===== src/rtl/bme_pkg.sv =====
// Shared constants for the byte modular exponentiation block.
package bme_pkg;

    localparam int unsigned BYTE_W = 8;
    localparam int unsigned CFG_W  = 16;

    localparam logic [CFG_W-1:0] EXPONENT_RESET = 16'd147;
    localparam logic [CFG_W-1:0] MODULUS_RESET  = 16'd1;

    // configuration register indexes
    typedef enum logic [0:0] {
        REG_EXPONENT = 1'b0,
        REG_MODULUS  = 1'b1
    } reg_idx_t;

    // operation started on the shared modular multiplier
    typedef enum logic [1:0] {
        OP_REDUCE = 2'd0,
        OP_MUL    = 2'd1,
        OP_SQR    = 2'd2
    } mm_op_t;

    // handshake between the sequencer and the multiplier
    typedef struct packed {
        logic start;
    } mm_req_t;

    typedef struct packed {
        logic done;
        logic busy;
    } mm_rsp_t;

endpackage


===== src/rtl/bme_mulmod.sv =====
// Bit-serial interleaved modular multiplier: (a * b) mod m, one bit of a per cycle.
module bme_mulmod #(
    parameter int unsigned MOD_BITS = 16
) (
    input  logic                 clk,
    input  logic                 rst_n,
    input  bme_pkg::mm_req_t     req,
    input  logic [MOD_BITS-1:0]  a,
    input  logic [MOD_BITS-1:0]  b,
    input  logic [MOD_BITS-1:0]  m,
    output bme_pkg::mm_rsp_t     rsp,
    output logic [MOD_BITS-1:0]  result
);

    localparam int unsigned CNT_W = $clog2(MOD_BITS);
    localparam int unsigned W     = MOD_BITS + 1;

    logic [MOD_BITS-1:0] a_reg;
    logic [MOD_BITS-1:0] b_reg;
    logic [MOD_BITS-1:0] m_reg;
    logic [MOD_BITS-1:0] acc_reg;
    logic [MOD_BITS-1:0] acc_next;
    logic [CNT_W-1:0]    cnt_reg;
    logic                busy_reg;
    logic                done_reg;

    logic [W-1:0] dbl;
    logic [W-1:0] dbl_red;
    logic [W-1:0] sum;
    logic [W-1:0] sum_red;
    logic [W-1:0] m_ext;

    // acc stays below m: 2*acc < 2m needs one subtract, adding b < m needs another
    always_comb
    begin
        m_ext   = {1'b0, m_reg};
        dbl     = {acc_reg, 1'b0};
        dbl_red = (dbl >= m_ext) ? (dbl - m_ext) : dbl;
        sum     = dbl_red + (a_reg[MOD_BITS-1] ? {1'b0, b_reg} : {W{1'b0}});
        sum_red = (sum >= m_ext) ? (sum - m_ext) : sum;
        acc_next = sum_red[MOD_BITS-1:0];
    end

    always_ff @(posedge clk or negedge rst_n)
    begin
        if (!rst_n)
        begin
            busy_reg <= 1'b0;
            done_reg <= 1'b0;
            cnt_reg  <= '0;
        end
        else
        begin
            done_reg <= 1'b0;
            if (req.start)
            begin
                busy_reg <= 1'b1;
                cnt_reg  <= CNT_W'(MOD_BITS - 1);
            end
            else if (busy_reg)
            begin
                cnt_reg <= cnt_reg - 1'b1;
                if (cnt_reg == '0)
                begin
                    busy_reg <= 1'b0;
                    done_reg <= 1'b1;
                end
            end
        end
    end

    always_ff @(posedge clk)
    begin
        if (req.start)
        begin
            a_reg   <= a;
            b_reg   <= b;
            m_reg   <= m;
            acc_reg <= '0;
        end
        else if (busy_reg)
        begin
            acc_reg <= acc_next;
            a_reg   <= {a_reg[MOD_BITS-2:0], 1'b0};
        end
    end

    assign rsp.done = done_reg;
    assign rsp.busy = busy_reg;
    assign result   = acc_reg;

    a_done_after_busy: assert property (@(posedge clk) disable iff (!rst_n)
        done_reg |-> $past(busy_reg))
        else $error("multiplier done without a running operation");

    a_acc_below_mod: assert property (@(posedge clk) disable iff (!rst_n)
        (busy_reg && m_reg != '0 && !$past(req.start)) |-> (acc_reg < m_reg))
        else $error("multiplier accumulator not reduced");

    a_no_start_busy: assert property (@(posedge clk) disable iff (!rst_n)
        req.start |=> busy_reg)
        else $error("multiplier did not start");

endmodule


===== src/rtl/byte_modular_exponentiation.sv =====
// Byte modular exponentiation: c^exponent mod modulus by square-and-multiply on a serial multiplier.
// Every modular multiply runs on the one shared bit-serial multiplier.
// Per byte: one base reduction, then EXP_BITS squarings plus one multiply per set exponent bit;
// a zero exponent or modulus skips the multiplier. The result is registered in S_FINISH, which
// waits while an earlier result is not yet taken, and s_tready returns with S_IDLE.
// One byte is in work at a time. Async active-low reset: exponent = 147, modulus = 1, no item held.
module byte_modular_exponentiation #(
    parameter int unsigned EXP_BITS = 16,
    parameter int unsigned MOD_BITS = 16
) (
    input  logic                        clk,
    input  logic                        rst_n,
    input  logic                        s_tvalid,
    output logic                        s_tready,
    input  logic [bme_pkg::BYTE_W-1:0]  s_tdata,   // [7:0] cipher_byte
    input  logic                        s_tlast,
    output logic                        m_tvalid,
    input  logic                        m_tready,
    output logic [bme_pkg::BYTE_W-1:0]  m_tdata,   // [7:0] plain_byte
    output logic                        m_tlast,
    input  logic                        cfg_we,
    input  logic                        cfg_addr,
    input  logic [bme_pkg::CFG_W-1:0]   cfg_wdata
);

    localparam int unsigned BW    = bme_pkg::BYTE_W;
    localparam int unsigned CW    = bme_pkg::CFG_W;
    localparam int unsigned BCW   = $clog2(EXP_BITS + 1);

    typedef enum logic [2:0] {
        S_IDLE,
        S_RED,
        S_MUL,
        S_SQR,
        S_FINISH
    } state_t;

    state_t               state_reg;
    logic [CW-1:0]        exponent_reg;
    logic [CW-1:0]        modulus_reg;
    logic [BW-1:0]        cipher_reg;
    logic                 last_reg;
    logic [EXP_BITS-1:0]  exp_sh_reg;
    logic [BCW-1:0]       bit_cnt_reg;
    logic [MOD_BITS-1:0]  mod_reg;
    logic [MOD_BITS-1:0]  r_reg;
    logic [MOD_BITS-1:0]  base_reg;
    bme_pkg::mm_op_t      op_reg;
    logic                 start_reg;
    logic                 m_tvalid_reg;
    logic [BW-1:0]        m_tdata_reg;
    logic                 m_tlast_reg;

    logic [EXP_BITS+CW-1:0] exp_wide;
    logic [MOD_BITS+CW-1:0] mod_wide;
    logic [EXP_BITS-1:0]    exp_eff;
    logic [MOD_BITS-1:0]    mod_eff;
    logic [MOD_BITS-1:0]    mm_a;
    logic [MOD_BITS-1:0]    mm_b;
    logic [MOD_BITS-1:0]    mm_result;
    bme_pkg::mm_req_t       mm_req;
    bme_pkg::mm_rsp_t       mm_rsp;
    logic                   s_xfer;

    // exponent and modulus widths fitted to the datapath
    always_comb
    begin
        exp_wide = {{EXP_BITS{1'b0}}, exponent_reg};
        mod_wide = {{MOD_BITS{1'b0}}, modulus_reg};
        exp_eff  = exp_wide[EXP_BITS-1:0];
        mod_eff  = mod_wide[MOD_BITS-1:0];
    end

    // operand select; the base reduction multiplies c by 1 mod m (by 0 when m is 1)
    always_comb
    begin
        case (op_reg)
            bme_pkg::OP_REDUCE:
            begin
                mm_a = MOD_BITS'(cipher_reg);
                mm_b = (mod_reg == MOD_BITS'(1)) ? '0 : MOD_BITS'(1);
            end
            bme_pkg::OP_MUL:
            begin
                mm_a = r_reg;
                mm_b = base_reg;
            end
            default:
            begin
                mm_a = base_reg;
                mm_b = base_reg;
            end
        endcase
    end

    assign mm_req.start = start_reg;

    bme_mulmod #(
        .MOD_BITS (MOD_BITS)
    ) u_mulmod (
        .clk    (clk),
        .rst_n  (rst_n),
        .req    (mm_req),
        .a      (mm_a),
        .b      (mm_b),
        .m      (mod_reg),
        .rsp    (mm_rsp),
        .result (mm_result)
    );

    assign s_tready = (state_reg == S_IDLE);
    assign s_xfer   = s_tvalid && s_tready;

    always_ff @(posedge clk or negedge rst_n)
    begin
        if (!rst_n)
        begin
            exponent_reg <= bme_pkg::EXPONENT_RESET;
            modulus_reg  <= bme_pkg::MODULUS_RESET;
        end
        else if (cfg_we)
        begin
            case (cfg_addr)
                bme_pkg::REG_EXPONENT: exponent_reg <= cfg_wdata;
                bme_pkg::REG_MODULUS:  modulus_reg  <= cfg_wdata;
                default: ;
            endcase
        end
    end

    always_ff @(posedge clk or negedge rst_n)
    begin
        if (!rst_n)
        begin
            state_reg    <= S_IDLE;
            start_reg    <= 1'b0;
            op_reg       <= bme_pkg::OP_REDUCE;
            m_tvalid_reg <= 1'b0;
        end
        else
        begin
            start_reg <= 1'b0;
            // S_FINISH drives m_tvalid_reg itself
            if (m_tvalid_reg && m_tready && state_reg != S_FINISH)
                m_tvalid_reg <= 1'b0;
            case (state_reg)
                S_IDLE:
                begin
                    if (s_xfer)
                    begin
                        if (exp_eff == '0)
                            state_reg <= S_FINISH;
                        else if (mod_eff == '0)
                            state_reg <= S_FINISH;
                        else
                        begin
                            state_reg <= S_RED;
                            op_reg    <= bme_pkg::OP_REDUCE;
                            start_reg <= 1'b1;
                        end
                    end
                end
                S_RED:
                begin
                    if (mm_rsp.done)
                    begin
                        start_reg <= 1'b1;
                        if (exp_sh_reg[0])
                        begin
                            state_reg <= S_MUL;
                            op_reg    <= bme_pkg::OP_MUL;
                        end
                        else
                        begin
                            state_reg <= S_SQR;
                            op_reg    <= bme_pkg::OP_SQR;
                        end
                    end
                end
                S_MUL:
                begin
                    if (mm_rsp.done)
                    begin
                        state_reg <= S_SQR;
                        op_reg    <= bme_pkg::OP_SQR;
                        start_reg <= 1'b1;
                    end
                end
                S_SQR:
                begin
                    if (mm_rsp.done)
                    begin
                        if (bit_cnt_reg == BCW'(1))
                            state_reg <= S_FINISH;
                        else
                        begin
                            start_reg <= 1'b1;
                            if (exp_sh_reg[1])
                            begin
                                state_reg <= S_MUL;
                                op_reg    <= bme_pkg::OP_MUL;
                            end
                            else
                            begin
                                state_reg <= S_SQR;
                                op_reg    <= bme_pkg::OP_SQR;
                            end
                        end
                    end
                end
                S_FINISH:
                begin
                    if (!m_tvalid_reg || m_tready)
                    begin
                        m_tvalid_reg <= 1'b1;
                        state_reg    <= S_IDLE;
                    end
                end
                default: state_reg <= S_IDLE;
            endcase
        end
    end

    // datapath registers
    always_ff @(posedge clk)
    begin
        case (state_reg)
            S_IDLE:
            begin
                if (s_xfer)
                begin
                    cipher_reg  <= s_tdata;
                    last_reg    <= s_tlast;
                    exp_sh_reg  <= exp_eff;
                    bit_cnt_reg <= BCW'(EXP_BITS);
                    mod_reg     <= mod_eff;
                    // zero exponent gives 1; zero modulus gives 0
                    r_reg       <= (exp_eff == '0 || mod_eff != '0) ? MOD_BITS'(1) : '0;
                end
            end
            S_RED:
            begin
                if (mm_rsp.done)
                    base_reg <= mm_result;
            end
            S_MUL:
            begin
                if (mm_rsp.done)
                    r_reg <= mm_result;
            end
            S_SQR:
            begin
                if (mm_rsp.done)
                begin
                    base_reg    <= mm_result;
                    exp_sh_reg  <= exp_sh_reg >> 1;
                    bit_cnt_reg <= bit_cnt_reg - 1'b1;
                end
            end
            S_FINISH:
            begin
                if (!m_tvalid_reg || m_tready)
                begin
                    m_tdata_reg <= r_reg[BW-1:0];
                    m_tlast_reg <= last_reg;
                end
            end
            default: ;
        endcase
    end

    assign m_tvalid = m_tvalid_reg;
    assign m_tdata  = m_tdata_reg;
    assign m_tlast  = m_tlast_reg;

    a_busy_after_xfer: assert property (@(posedge clk) disable iff (!rst_n)
        s_xfer |=> !s_tready)
        else $error("input taken while a byte is in work");

    a_done_in_wait: assert property (@(posedge clk) disable iff (!rst_n)
        mm_rsp.done |-> (state_reg == S_RED || state_reg == S_MUL || state_reg == S_SQR))
        else $error("multiplier result arrived outside a wait state");

    a_result_from_finish: assert property (@(posedge clk) disable iff (!rst_n)
        $rose(m_tvalid_reg) |-> $past(state_reg == S_FINISH))
        else $error("result presented without finishing a byte");

    a_start_idle_unit: assert property (@(posedge clk) disable iff (!rst_n)
        start_reg |-> !mm_rsp.busy)
        else $error("multiplier started while busy");

endmodule


===== config.mk =====
export PLATFORM = sky130hd
export DESIGN_NAME = byte_modular_exponentiation
export DESIGN_NICKNAME = d
export VERILOG_FILES = /design/src/rtl/bme_pkg.sv /design/src/rtl/bme_mulmod.sv /design/src/rtl/byte_modular_exponentiation.sv
export SDC_FILE = /design/constraint.sdc
export NUM_CORES = 1
export LEC_CHECK = 0
export ABC_AREA = 0
export BUFFER_PORTS_ARGS = -buffer_cell sky130_fd_sc_hd__buf_2
export CORE_ASPECT_RATIO = 1.2
export CORE_MARGIN = 10
export CORE_UTILIZATION = 60
export CTS_BUF_LIST = sky130_fd_sc_hd__clkbuf_2 sky130_fd_sc_hd__clkbuf_4 sky130_fd_sc_hd__clkbuf_8
export DETAILED_ROUTE_END_ITERATION = 7
export PLACE_DENSITY = 0.8
export SKIP_CTS_REPAIR_TIMING = 1
export SYNTH_ARGS = -nofsm -noshare
export SYNTH_HDL_FRONTEND = slang
export SYNTH_SLANG_ARGS = --single-unit
export TNS_END_PERCENT = 5

===== constraint.sdc =====
create_clock -name clk -period 6.9 [get_ports clk]
set_input_delay 1.38 -clock clk [delete_from_list [all_inputs] [get_ports clk]]
set_output_delay 1.38 -clock clk [all_outputs]
set_load 0.03 [all_outputs]

==> metrics.cfg, run 1 <==
[synth]
syn-cell-area_sq_um = 10130
ys_seq_area_share_pct = 54.36
synth_seq_cells = 196
synth_area_leaders = edfxtp_1 40%, dfrtp_1 9.9%, mux2_2 6.8%, ha_1 6.4%, xnor2_1 3.2%
yosysWarnings = 0
synth.largest_area_cell = edfxtp_1
syn_area_per_cell_sq_um = 11.82
synth_top_area_share_pct = 40.02
synth_edf_count = 135
synth.distinct_cells = 61
synthCells = 857
synth_flop_cell = edfxtp_1
synthArstFlopShare_pct = 22.96
syn_nets = 943

[worst_setup_path]
crit_top_cell = ha_1
crit_type = register to register
cp_slowest_cell = o31ai_4
cpPeakStageDelay_ns = 0.52
cp.required_ns = 7.21
worstSetupEndpointType = register
start_kind = register
cp_max_fo = 19
crit_family = compound AO/OA/AOI/OAI gates
crit_buf_inv = 3
crit_arrival_ns = 6.79

[cells_and_area]
nNetsFinal = 981
seqCellArea_sq_um = 5508
finalNonFillerCells = 1124
fill_cells = 1257
multiInputGateArea_sq_um = 4338
areaGrowthSynthToFinish_pct = 8.387
fin_util_pct = 65.66
n_antenna_cell = 0
drive_gt1_share_pct = 17.40

[sta]
hold_violations = 0
worst_pin_slew_ns = 1.169
final_max_slew_viol_count = 0
fin_crit_sh_pct = 93.83
setup_tns_ns = 0
rsz0062_at_grt = no
setup_violations = 0
clock_skew_ns = 0.01254
finalCriticalPeriod_ns = 6.474
slew_headroom_pct = 21.76
max_freq_mhz = 154.5

[route]
via_per_inst = 5.908
drtIter0Drc = 480
dr.pass1.iters = 7
via_count = 6641
wire_per_inst_um = 18.50
antenna_left = 0
drc_errors = 0
wl_um = 20800

[cts]
path_clk_slew_ns = 0.10
clk_latency_ns = 0.47
cts_buffers = 17
clk_path_buf_depth = 2
cts_max_level = 4
cts.sinks = 196
cts_root_buf = clkbuf_8
tritoncts = done

[job]
maxCapViolations = 0

[global_routing]
grt_pass1_wl_um = 33670
grt_usage_pct = 18.29
grt_max_degree = 65
grt_pass1_vias = 6848
antenna_found_initial = 0
grt.overflow.total = 0

[floorplan]
rows = 52
die_area_sq_um = 22500
die_x_um = 138.6
io_pins = 42
core-area_sq_um = 16720
initial_core_util_pct = 60.58
die_y_um = 162.3

[placement]
portBuffers = 41
dp.cells = 1092
gp_congestion = 0.9446
dp_hpwl_um = 15600

[worst_hold_path]
hold_class = register to register

[outcome]
status = finished, final reports clean

[cell usage in the layout (no fill, tap or decap), types with 30 or more instances in the layout]
cell type  count
nor2_1        69
edfxtp_1     135
ha_1          52
and2_1        35
buf_2         41
nand2_1       49
a21oi_1       47
xnor2_1       37
dfrtp_1       39
o21ai_0       30
inv_1         40
mux2_2        61
[cell families after synthesis]
family,Yosys count,synth area share (%)
flops,196,54.36
mux,82,8.856
buf+inv,71,2.816
simple gates,253,12.83
xor+xnor,46,3.977
fa+ha+maj,55,7.016
compound gates,154,10.14
[synth_stat cells, drive strengths merged, types with 16 or more instances]
master and count:
edfxtp 135, nor2 69, mux2 61, ha 52, nand2 49, a21oi 48, dfrtp 40, inv 40
xnor2 37, and2 35, o21ai 30, clkbuf 25, mux2i 21, nor2b 21, a211oi 16, dfxtp 16
[stage by stage]
| stage | cell area [sq um] | setup WS, ns | hold slack, ns |
|---|---|---|---|
| global route | 10980 | 0.09373 | 0.4594 |
| finish | 10980 | 0.4256 | 0.4505 |
| CTS | 10980 | 0.4894 | 0.4544 |
| floorplan | 10130 | 1.044 | 0.4003 |
| detailed placement | 10540 | 0.5434 | 0.4231 |
| global placement | 10540 | 0.6762 | 0.4011 |
[worst reg2reg max path: cells and delay by family, from the launching register on]
kind | cells | cell delay [ns]
and+or+nand+nor | 4 | 0.77
DFF | 1 | 0.34
xor gates and xnor gates | 1 | 0.30
muxes | 1 | 0.27
adders and majority gates | 4 | 1.30
AOI/OAI and AO/OA | 15 | 2.91
buffers and inverters | 3 | 0.43
[layer usage]
metal	vias to the layer above	GRT usage, %	part of all wire [%]
li1	3210	-	-
met1	3286	20.72	41
met2	117	34.44	54
met3	28	3.151	3.2
met4	0	5.318	1.4
met5	-	0	0
[final cells by class]
class,instances,share of cell area [%]
tap,216,2.462
multi-input combinational,590,39.51
sequential,196,50.17
clock buffer,17,2.131
inverter,41,1.402
clock inverter,15,1.915
timing repair buffer,49,2.416
[path summary, 6_finish.rpt]
path	from	endpoint	slack, ns	depth (start not counted)
max	u_mulmod.m_reg[3]	u_mulmod.result[7]	0.43	28
min	last_reg	m_tlast	0.45	0
max reg2reg	u_mulmod.m_reg[3]	u_mulmod.result[7]	0.43	28
min reg2reg	last_reg	m_tlast	0.45	0
max in group asynchronous	rst_n	mm_req	5.51	2
min in group asynchronous	rst_n	state_reg[0]	0.98	2
Power of run 1 is left out: the tool's default activity adds up to more than one toggle a clock period on the data nets, which glitch-free logic cannot reach.
==> run 2, diff against run 1 <==
BUFFER_PORTS_ARGS = default   (was -buffer_cell sky130_fd_sc_hd__buf_2)
DONT_BUFFER_PORTS = 1   (was default)
PLACE_DENSITY = 0.78   (was 0.8)
==> run 2 against run 1 <==
  * Final cell count down 3.6%
  * Sequential share of layout area up 1.1 points
  * Sequential cell count unchanged
  * Setup slack gained 0.054 ns
  * Hold slack improved by 0.00094 ns
  * Register-to-register slack improved by 0.05 ns
  * Via count decreased by 1.3%
  * Clock-buffer cell count up 5
  * Design area down 2.1%
  * Critical path type unchanged
  * Critical endpoint is now u_mulmod.result[1]
  * Highest routed layer unchanged
==> metrics.cfg, run 2 (synthesis results as in run 1) <==
[global_routing]
met3_usage_pct = 3.617
use_met2_pct = 36.24
antenna_found_initial = 0
grt_max_degree = 64
grt-busiest-layer = met2
grt_usage_pct = 19.48
use_met1_pct = 21.06
grt_pass1_vias = 6766
grt_pass1_wl_um = 35310
grt.overflow.total = 0

[route]
dr.pass1.iters = 5
drtIter0Drc = 354
drc_errors = 0
via_count = 6557
via_per_inst = 6.054
wire_per_inst_um = 20.10
antenna_left = 0
wl_um = 21770

[worst_setup_path]
crit_arrival_ns = 6.73
crit_family = compound AO/OA/AOI/OAI gates
worstSetupEndpointType = register
start_kind = register
cpPeakStageDelay_ns = 0.40
cp.required_ns = 7.21
crit_buf_inv = 4
cp_slowest_cell = ha_1
cp_max_fo = 19
r2r_slack_ns = 0.48
crit_type = register to register

[sta]
max_freq_mhz = 155.8
clock_skew_ns = 0.01545
worst_pin_slew_ns = 1.293
setup_violations = 0
hold_violations = 0
final_max_slew_viol_count = 0
slew_headroom_pct = 13.45
worst_slack_ns = 0.4800
whs_ns = 0.4515
rsz0062_at_grt = no
finalCriticalPeriod_ns = 6.420
setup_tns_ns = 0
fin_crit_sh_pct = 93.04

[floorplan]
core-area_sq_um = 16720
initial_core_util_pct = 60.58
die_area_sq_um = 22500
io_pins = 42
die_y_um = 162.3
die_x_um = 138.6
rows = 52

[job]
maxCapViolations = 0

[cells_and_area]
nNetsFinal = 940
fin_area_sq_um = 10750
areaGrowthSynthToFinish_pct = 6.102
layout.cells.most_common = edfxtp_1
n_antenna_cell = 0
final_cell_mix = 135 x edfxtp_1, 69 x nor2_1, 61 x mux2_2, 52 x ha_1, 49 x nand2_1
fill_cells = 1281
drive_gt1_share_pct = 13.49

[placement]
dp_worst_setup_slack_ns = 0.4953
gp_congestion = 0.9088
placed_cell_area_sq_um = 10310
portBuffers = 0
dp_hpwl_um = 16270

[cts]
path_clk_slew_ns = 0.09
cts_buffers = 17
tritoncts = done
clk_path_buf_depth = 2
clk_latency_ns = 0.46
cts_max_level = 4
cts_root_buf = clkbuf_8
cts.sinks = 196

[worst_hold_path]
hold_class = register to register

[outcome]
status = finished, final reports clean

-- run 2: cell types whose count changed in the layout (fill, tap and decap cells not counted), sizes merged --
cell    delta
clkinv     +3
clkbuf     +5
inv        -7
buf       -41
bufinv     -1
-- run 2: final cells by class --
| type | instances | area [sq um] | share of cell area, % |
|---|---|---|---|
| flip-flops and latches | 196 | 5508 | 51.25 |
| multi-input cells | 590 | 4338 | 40.36 |
| clock buffers | 22 | 284.0 | 2.643 |
| well taps | 216 | 270.3 | 2.515 |
| inverters | 41 | 153.9 | 1.432 |
| clock inverters | 10 | 121.4 | 1.129 |
| repair buffers | 8 | 72.57 | 0.6752 |
-- run 2: worst paths after layout --
| path | cells after the start | from | endpoint |
|---|---|---|---|
| worst max-delay path | 28 | u_mulmod.m_reg[14] | u_mulmod.result[1] |
| worst min-delay path | 0 | mod_reg[0] | u_mulmod.m_reg[0] |
| worst max register to register | 28 | u_mulmod.m_reg[14] | u_mulmod.result[1] |
| worst min register to register | 0 | mod_reg[0] | u_mulmod.m_reg[0] |
| max in group asynchronous | 0 | rst_n | exp_eff[7] |
| min in group asynchronous | 0 | rst_n | state_reg[1] |
-- run 2: metal layers --
layer	part of all wire [%]	up-vias
li1	-	3133
met1	38	3210
met2	54	171
met3	4.1	43
met4	3.5	0
met5	0	-
-- run 2: per-stage QoR --
stage / std cells / utilization [%]
global placement: 1049 / 61.69
finish: 1083 / 64.28
global route: 1083 / 64.28
CTS: 1081 / 64.11
detailed placement: 1049 / 61.69
floorplan: 857 / -
Power of run 2 is left out for the same reason.
==> run 3, diff against run 2 <==
CORE_ASPECT_RATIO = 1.4   (was 1.2)
==> run 3 against run 2 <==
  * Via count fell by 1.3%
  * Sequential cell count did not move
  * Design area fell by 0.14%
  * Critical endpoint is now u_mulmod.result[4]
  * Global-route usage rose by 0.54 points
  * Setup slack got worse by 0.091 ns
  * Critical path depth fell by 4
  * Clock-buffer cell count fell by 4
==> metrics.cfg, run 3 (synthesis results as in run 1) <==
[outcome]
status = finished, final reports clean

[sta]
clock_skew_ns = 0.01953
rsz0062_at_grt = no
setup_tns_ns = 0
final_max_slew_viol_count = 0
worst_slack_ns = 0.3887
setup_violations = 0
fin_crit_sh_pct = 94.37
slew_headroom_pct = 19.95
hold_violations = 0
max_freq_mhz = 153.6
whs_ns = 0.4368
finalCriticalPeriod_ns = 6.511
worst_pin_slew_ns = 1.196

[cells_and_area]
drive_gt1_share_pct = 13.39
layout.cells.most_common = edfxtp_1
final_cell_mix = 135 x edfxtp_1, 69 x nor2_1, 61 x mux2_2, 52 x ha_1, 49 x nand2_1
fill_cells = 1297
nNetsFinal = 939
n_antenna_cell = 0
areaGrowthSynthToFinish_pct = 5.954

[cts]
cts_max_level = 4
cts.sinks = 196
cts_buffers = 17
clk_path_buf_depth = 2
tritoncts = done
cts_root_buf = clkbuf_8
clk_latency_ns = 0.49
path_clk_slew_ns = 0.10

[route]
drtIter0Drc = 415
wire_per_inst_um = 20.35
antenna_left = 0
via_per_inst = 6.055
via_count = 6473
wl_um = 21750
drc_errors = 0
dr.pass1.iters = 4

[global_routing]
grt_pass1_wl_um = 35210
grt_usage_pct = 20.03
antenna_found_initial = 0
grt_max_degree = 65
grt_pass1_vias = 6727
grt.overflow.total = 0

[worst_hold_path]
min_path_cells = 0
hp-start = last_reg
hold_class = register to register
whs_endpoint = m_tlast

[floorplan]
initial_core_util_pct = 60.74
die_x_um = 129.8
core-area_sq_um = 16680
rows = 56
die_area_sq_um = 22550
die_y_um = 173.7
io_pins = 42

[worst_setup_path]
crit_family = compound AO/OA/AOI/OAI gates
cp_slowest_cell = ha_1
start_kind = register
crit_type = register to register
r2r_slack_ns = 0.39
cpPeakStageDelay_ns = 0.50
crit_arrival_ns = 6.89
timing.rr.start = u_mulmod.result[7]
cp_max_fo = 16
r2r-end = u_mulmod.result[4]
crit_buf_inv = 2
path_cells = ha_1 > nand4_1 > o21ai_0 > o221ai_2 > o31ai_4 > buf_4 > mux2_2 > ha_1 > nand4_1 > or2_2 > o31ai_1 > o41a_1 > a21o_1 > a21oi_1 > xnor2_1 > ha_1 > a21oi_1 > nor3b_2 > a311oi_1 > a311o_1 > a21oi_2 > buf_6 > mux2i_1 > a211oi_1
crit_top_cell = ha_1
r2r_cells = 24
cp.required_ns = 7.27
worstSetupEndpointType = register

[job]
maxCapViolations = 0

[placement]
dp_hpwl_um = 16470
dp_worst_setup_slack_ns = 0.3399
portBuffers = 0
gp_congestion = 0.9125

## run 3: changes by cell type in the layout (fill, tap and decap cells not counted), sizes merged
cell	change
buf	-1
clkbuf	-4
clkinv	+3
inv	+1
## run 3: how the worst max path moves through the flow
stage                       startpoint                  end  slack [ns]  cells after the start
finish              u_mulmod.result[7]   u_mulmod.result[4]        0.39                     24
global route         u_mulmod.m_reg[1]   u_mulmod.result[3]        0.07                     26
CTS                 u_mulmod.result[2]   u_mulmod.result[4]        0.29                     25
detailed placement  u_mulmod.result[2]   u_mulmod.result[4]        0.34                     25
global placement    u_mulmod.result[2]  u_mulmod.result[13]        0.49                     25
floorplan            u_mulmod.m_reg[1]  u_mulmod.result[10]        1.04                     28
## run 3: area by class of cell
type | instances | area [sq um] | share of cell area (%)
repair buffers | 7 | 56.30 | 0.5246
inverters | 41 | 153.9 | 1.434
multi-input cells | 590 | 4347 | 40.50
clock inverters | 14 | 172.7 | 1.609
clock buffers | 18 | 241.5 | 2.250
flip-flops and latches | 196 | 5508 | 51.32
well taps | 203 | 254.0 | 2.367
## run 3: worst register-to-register path: cells and delay by family, from the launching register on
kind | cells | cell delay (ns)
compound gates | 12 | 2.65
xor+xnor | 1 | 0.29
fa+ha+maj | 3 | 1.21
buf+inv | 2 | 0.53
flops | 1 | 0.41
mux | 2 | 0.46
simple gates | 4 | 0.86
## run 3: through the flow
| step | util (%) | area, sq um | instances |
|---|---|---|---|
| floorplan | - | 10130 | 857 |
| global placement | 61.80 | 10310 | 1037 |
| detailed placement | 61.80 | 10310 | 1037 |
| CTS | 64.29 | 10720 | 1069 |
| global route | 64.36 | 10730 | 1069 |
| finish | 64.36 | 10730 | 1069 |
## run 3: routing by layer
| layer | routed length, um | global-route usage, % |
|---|---|---|
| met5 | 0 | 0 |
| met4 | 1068 | 11.56 |
| met3 | 668 | 4.040 |
| met2 | 11790 | 35.16 |
| met1 | 8220 | 21.57 |
Power of run 3 is left out for the same reason.
